`config.mk`:
```
export PLATFORM = sky130hd
export DESIGN_NAME = njtb_div
export DESIGN_NICKNAME = d
export VERILOG_FILES = /design/src/rtl/njtb_pkg.sv /design/src/rtl/njtb_div.sv
export SDC_FILE = /design/constraint.sdc
export NUM_CORES = 1
export LEC_CHECK = 0
export ABC_AREA = 1
export ABC_CLOCK_PERIOD_IN_PS = 5200
export BUFFER_PORTS_ARGS = -buffer_cell sky130_fd_sc_hd__buf_4
export CORE_ASPECT_RATIO = 1.1
export CORE_UTILIZATION = 52
export CTS_CLUSTER_SIZE = 16
export DETAILED_ROUTE_END_ITERATION = 8
export PLACE_DENSITY = 0.77
export RECOVER_POWER = 50
export SETUP_SLACK_MARGIN = 0.02
export SYNTH_ARGS = -nofsm -noshare
export SYNTH_HDL_FRONTEND = slang
export SYNTH_SLANG_ARGS = --single-unit
```
`constraint.sdc`:
```
create_clock -name clk -period 5.2 [get_ports clk]
set_input_delay 0.26 -clock clk [delete_from_list [all_inputs] [get_ports clk]]
set_output_delay 0.26 -clock clk [all_outputs]
set_load 0.02 [all_outputs]
```
`src/rtl/njtb_pkg.sv`:
```
// Shared constants and helpers for the neighbor-joining tree builder.
// No dependencies; imported by njtb_div and the tree builder unit.
package njtb_pkg;

	// Row sum width and working width of Q values, numerators and quotients
	localparam int SUM_W = 48;
	localparam int NUM_W = 50;

	// First internal node id of every run
	localparam logic [10:0] FIRST_INTERNAL = 11'd1000;

	// Configuration register indexes (byte address = 4 * index)
	localparam logic [1:0] REG_TAXA_COUNT     = 2'd0;
	localparam logic [1:0] REG_OUTGROUP_FIRST = 2'd1;
	localparam logic [1:0] REG_PREV_GEN_COUNT = 2'd2;

	// Saturate a working-width value to signed 32 bits
	function automatic logic signed [31:0] sat32(input logic signed [NUM_W-1:0] v);
		logic signed [NUM_W-1:0] hi;
		logic signed [NUM_W-1:0] lo;
		hi = {{(NUM_W-32){1'b0}}, 32'h7fffffff};
		lo = {{(NUM_W-32){1'b1}}, 32'h80000000};
		if (v > hi) begin
			return 32'sh7fffffff;
		end else if (v < lo) begin
			return 32'sh80000000;
		end else begin
			return v[31:0];
		end
	endfunction

endpackage

```
`src/rtl/njtb_div.sv`:
```
// Radix-2 restoring divider giving the floor quotient of a signed numerator
// by a positive divisor, one quotient bit per cycle. Depends on njtb_pkg.
module njtb_div #(
	parameter int DEN_W = 8
) (
	input  logic                              clk,
	input  logic                              arst_n,
	input  logic                              start,
	input  logic signed [njtb_pkg::NUM_W-1:0] num,
	input  logic [DEN_W-1:0]                  den,
	output logic                              done,
	output logic signed [njtb_pkg::NUM_W-1:0] quo
);
	import njtb_pkg::*;

	localparam int CNT_W = $clog2(NUM_W + 1);

	logic               busy_q;
	logic               done_q;
	logic [CNT_W-1:0]   cnt_q;
	logic               neg_q;
	logic [NUM_W-1:0]   mag_q;
	logic [DEN_W-1:0]   rem_q;
	logic [DEN_W-1:0]   den_q;
	logic signed [NUM_W-1:0] quo_q;

	logic [DEN_W:0]     rem_sh;
	logic               fits;
	logic [DEN_W:0]     rem_sub;
	logic [DEN_W-1:0]   rem_nx;

	// one restoring step
	always_comb begin
		rem_sh  = {rem_q, mag_q[NUM_W-1]};
		fits    = rem_sh >= {1'b0, den_q};
		rem_sub = rem_sh - {1'b0, den_q};
		rem_nx  = fits ? rem_sub[DEN_W-1:0] : rem_sh[DEN_W-1:0];
	end

	// control
	always_ff @(posedge clk or negedge arst_n) begin
		if (!arst_n) begin
			busy_q <= 1'b0;
			done_q <= 1'b0;
			cnt_q  <= '0;
		end else begin
			done_q <= 1'b0;
			if (start) begin
				busy_q <= 1'b1;
				cnt_q  <= CNT_W'(NUM_W);
			end else if (busy_q) begin
				if (cnt_q != '0) begin
					cnt_q <= cnt_q - 1'b1;
				end else begin
					busy_q <= 1'b0;
					done_q <= 1'b1;
				end
			end
		end
	end

	// datapath: magnitude shifts out, quotient bits shift in; sign fixup at end
	always_ff @(posedge clk) begin
		if (start) begin
			neg_q <= num[NUM_W-1];
			mag_q <= num[NUM_W-1] ? NUM_W'(-num) : NUM_W'(num);
			rem_q <= '0;
			den_q <= den;
		end else if (busy_q) begin
			if (cnt_q != '0) begin
				mag_q <= {mag_q[NUM_W-2:0], fits};
				rem_q <= rem_nx;
			end else begin
				quo_q <= neg_q ? (-$signed(mag_q) - NUM_W'(rem_q != '0)) : $signed(mag_q);
			end
		end
	end

	assign done = done_q;
	assign quo  = quo_q;

endmodule

```
==> flow_metrics.env <==
export IMPL_status="complete, but fails checks"
export IMPL_violations="max-capacitance violations, max-slew violations"
export IMPL_crit_type="in2reg"
export IMPL_power_frac_clock_pct=28.6
export IMPL_required_ps=5300
export IMPL_cts_hold_buffers_added=9
export IMPL_ant_nets=0
export IMPL_dr_pass1_iters=7
export IMPL_cpMostUsedCell="buf_4"
export IMPL_clock_latency_ps=440
export IMPL_overflow=0
export IMPL_power_density_nw_per_um2=330
export IMPL_cts_root_buf="clkbuf_16"
export IMPL_row_count=56
export IMPL_grt_usage_pct=29.8
export IMPL_ir_worst_vdd_uv=247
export IMPL_fin_tns_setup_ps=0
export IMPL_cts_htree_levels=4
export IMPL_async_reset_ff_share_pct=6.40
export IMPL_grt_start_max_net_pins=60
export IMPL_cp_top_family="simple AND/OR/NAND/NOR gates"
export IMPL_synth_simple_area_share_pct=37.2
export IMPL_dieArea_um2=22400
export IMPL_synthesis_area_um2=11300
export IMPL_post_synth_num_cell_types=43
export IMPL_switching_share_pct=41.4
export IMPL_initial_core_util_pct=53.0
export IMPL_synth_edf_count=109
export IMPL_synth_area_leaders="edfxtp_1, nand2_1, inv_1"
export IMPL_slew_headroom_pct=-79.7
export IMPL_setup_violations=0
export IMPL_path_clk_slew_ps=60
export IMPL_hp_class="in2reg"
export IMPL_synth_adder_area_share_pct=7.02
export IMPL_fin_nets=2030
export IMPL_viasPerCell=5.25
export IMPL_clock_sinks=125
export IMPL_cp_start_kind="input pin"
export IMPL_syn_inst=1792
export IMPL_fillers=2095
export IMPL_worstPathCellList="buf_4 > inv_1 > buf_4 > nand2_1 > nor2_1 > buf_4"
export IMPL_cts_resized=0
export IMPL_reg2reg_slack_ps=1510
export IMPL_fin_worst_skew_ps=15.5
export IMPL_drtIter0Drc=912
export IMPL_vias=11600
export IMPL_post_dp_hpwl_um=25800
export IMPL_place_area_um2=12400
export IMPL_yosysMostFrequentCell="nand2_1"
export IMPL_maxSlewViolCount=83
export IMPL_cts_setup_buffers=0
export IMPL_die_h_um=157
export IMPL_cp_depth=6
export IMPL_synth_compound_area_share_pct=7.57
export IMPL_power_frac_comb_pct=40.3
export IMPL_leakagePower_nw=6.74
export IMPL_drc=0
export IMPL_cap_violations=2
export IMPL_place_port_buffers=111
export IMPL_dp_cells=2168
export IMPL_period_needed_ps=3820
export IMPL_critPathMaxStageDelay_ps=2000
export IMPL_fin_crit_sh_pct=73.4
export IMPL_post_drt_wl_per_cell_um=14.7
export IMPL_routabilityCongestion=0.979
export IMPL_antenna_found_initial=1
export IMPL_cp_slowest_cell="nor2_1"
export IMPL_p_sw_mw=1.76
export IMPL_regArea_um2=3630
export IMPL_syn_area_per_cell_um2=6.32
export IMPL_wl_um=32600
export IMPL_yosysTopAreaCellShare_pct=28.9
export IMPL_synth_xor_area_share_pct=3.25
export IMPL_clk_path_buf_depth=2
export IMPL_area_growth_pct=13.7
export IMPL_ioPinCount=112
export IMPL_cp_arrival_ps=3920
export IMPL_crit_fanout=59
export IMPL_core_area_um2=21400
export IMPL_die_width_um=143
export IMPL_synthTopCellsByCount="nand2_1, inv_1, nor2_1"
export IMPL_cts_tree="done"
export IMPL_synth_top_family_by_area="simple AND/OR/NAND/NOR gates"
export IMPL_finalNonFillerCells=2210
export IMPL_synthesis_nets=1916
export IMPL_stdcell_area_um2=12900
export IMPL_rsz0062_at_grt="false"
export IMPL_synth_seq_cells=125
export IMPL_ys_flop_type="edfxtp_1"
export IMPL_multi_input_area_um2=6210
export IMPL_seq_area_frac_synth_pct=32.1
export IMPL_synthMuxAreaShare_pct=0
export IMPL_end_kind="register"
export IMPL_ys_warn_count=0
export IMPL_pwr_share_seq_pct=31.1
export IMPL_cts_buffers=17
export IMPL_worstMarginPinSlew_ps=2690
export IMPL_worst_path_buf_inv=4
export IMPL_grt_pass1_wl_um=51100
export IMPL_drive_gt1_share_pct=5.94
export IMPL_hold_depth=3
export IMPL_p_int_mw=2.49
export IMPL_finalHoldViolations=0
export IMPL_reg2reg_depth=5
export IMPL_synth_largest_area_cell="edfxtp_1"
export IMPL_max_freq_mhz=262
export IMPL_grt_pass1_vias=10400
-- power by group through the flow --
stage	Combinational, mW	Clock, mW	Sequential (mW)
after floorplan	1.27	0	1.30
after global placement	1.64	0	1.33
after detailed placement	1.68	0	1.34
after CTS	1.69	1.22	1.32
after global routing	1.94	1.25	1.33
final	1.71	1.21	1.32
-- metal layers --
metal / track usage, % / up-vias / part of all wire (%)
met2: 49.4 / 460 / 46
met1: 39.2 / 5218 / 44
li1: - / 5843 / -
met3: 3.92 / 82 / 7.3
met5: 0 / - / 0
met4: 11.9 / 0 / 3.5
-- final timing paths --
path	start	to
setup / recovery	start	quo[25]$_DFFE_PP_
hold / removal	num[26]	mag_q[26]$_DFFE_PP_
setup reg to reg	cnt_q[0]$_DFFE_PN0P_	quo[25]$_DFFE_PP_
hold reg to reg	rem_q[5]$_SDFFE_PP0P_	rem_q[5]$_SDFFE_PP0P_
max in group asynchronous	arst_n	busy_q$_DFF_PN0_
min in group asynchronous	arst_n	cnt_q[1]$_DFFE_PN0P_
-- cell usage in the layout (no fill, tap or decap), types with 2 or more instances in the layout --
cell and count:
a21oi_1 44, dfrtp_1 8, nand3b_1 8, clkbuf_4 8, inv_2 2, xnor2_1 17, inv_8 3, nor2_2 2
nand3_1 142, inv_6 8, dfxtp_1 8, o21ai_0 85, nor2_1 152, xor2_1 25, inv_1 355, edfxtp_1 109
o211ai_1 4, a31oi_1 2, or2_2 5, nand4_1 29, nor3_1 8, clkbuf_1 53, nand2_1 654, nand2_2 3
a21o_1 3, nor4_1 5, o22ai_1 5, dlygate4sd3_1 9, nor2_4 2, o21ai_1 10, ha_1 62, buf_4 54
clkbuf_16 18
-- worst register-to-register path, cell delays in order (launching register included) --
cell and delay (ps):
dfrtp_1 390, inv_1 100, ha_1 150, nand3_1 130, nor2_1 1980, buf_4 600
-- stage by stage --
| stage | total power [mW] | worst slack, ps | hold WS, ps | utilization [%] |
|---|---|---|---|---|
| 5_1_grt | 4.52 | 1080 | 204 | 60.3 |
| 3_3_place_gp | 2.97 | 2250 | 83.2 | 58.2 |
| 3_5_place_dp | 3.02 | 2200 | 82.9 | 58.2 |
| 4_1_cts | 4.23 | 2410 | 167 | 61.4 |
| 6_report | 4.25 | 1380 | 199 | 60.3 |
| 2_1_floorplan | 2.57 | 1910 | -35.6 | - |
-- cells by family after synthesis --
logic type                 Yosys count
DFF                                125
adders and majority gates           63
AOI/OAI and AO/OA                  158
and+or+nand+nor                   1017
xor gates and xnor gates            42
buffers and inverters              387
-- state kept, by name, indices dropped and copies added (netlist names) --
register,count
mag_q,50
quo,50
den_q,8
rem_q,8
cnt_q,6
busy_q,1
done,1
neg_q,1
-- area by class of cell --
type                       instances  share of cell area, %
timing repair buffer             124                   5.85
clock inverter                    14                   1.05
clock buffer                      18                   3.49
inverter                         358                   10.4
antenna                            1                 0.0194
multi-input combinational       1280                   48.2
sequential                       125                   28.2
tap                              290                   2.81
(Power assumes the default switching activity.)
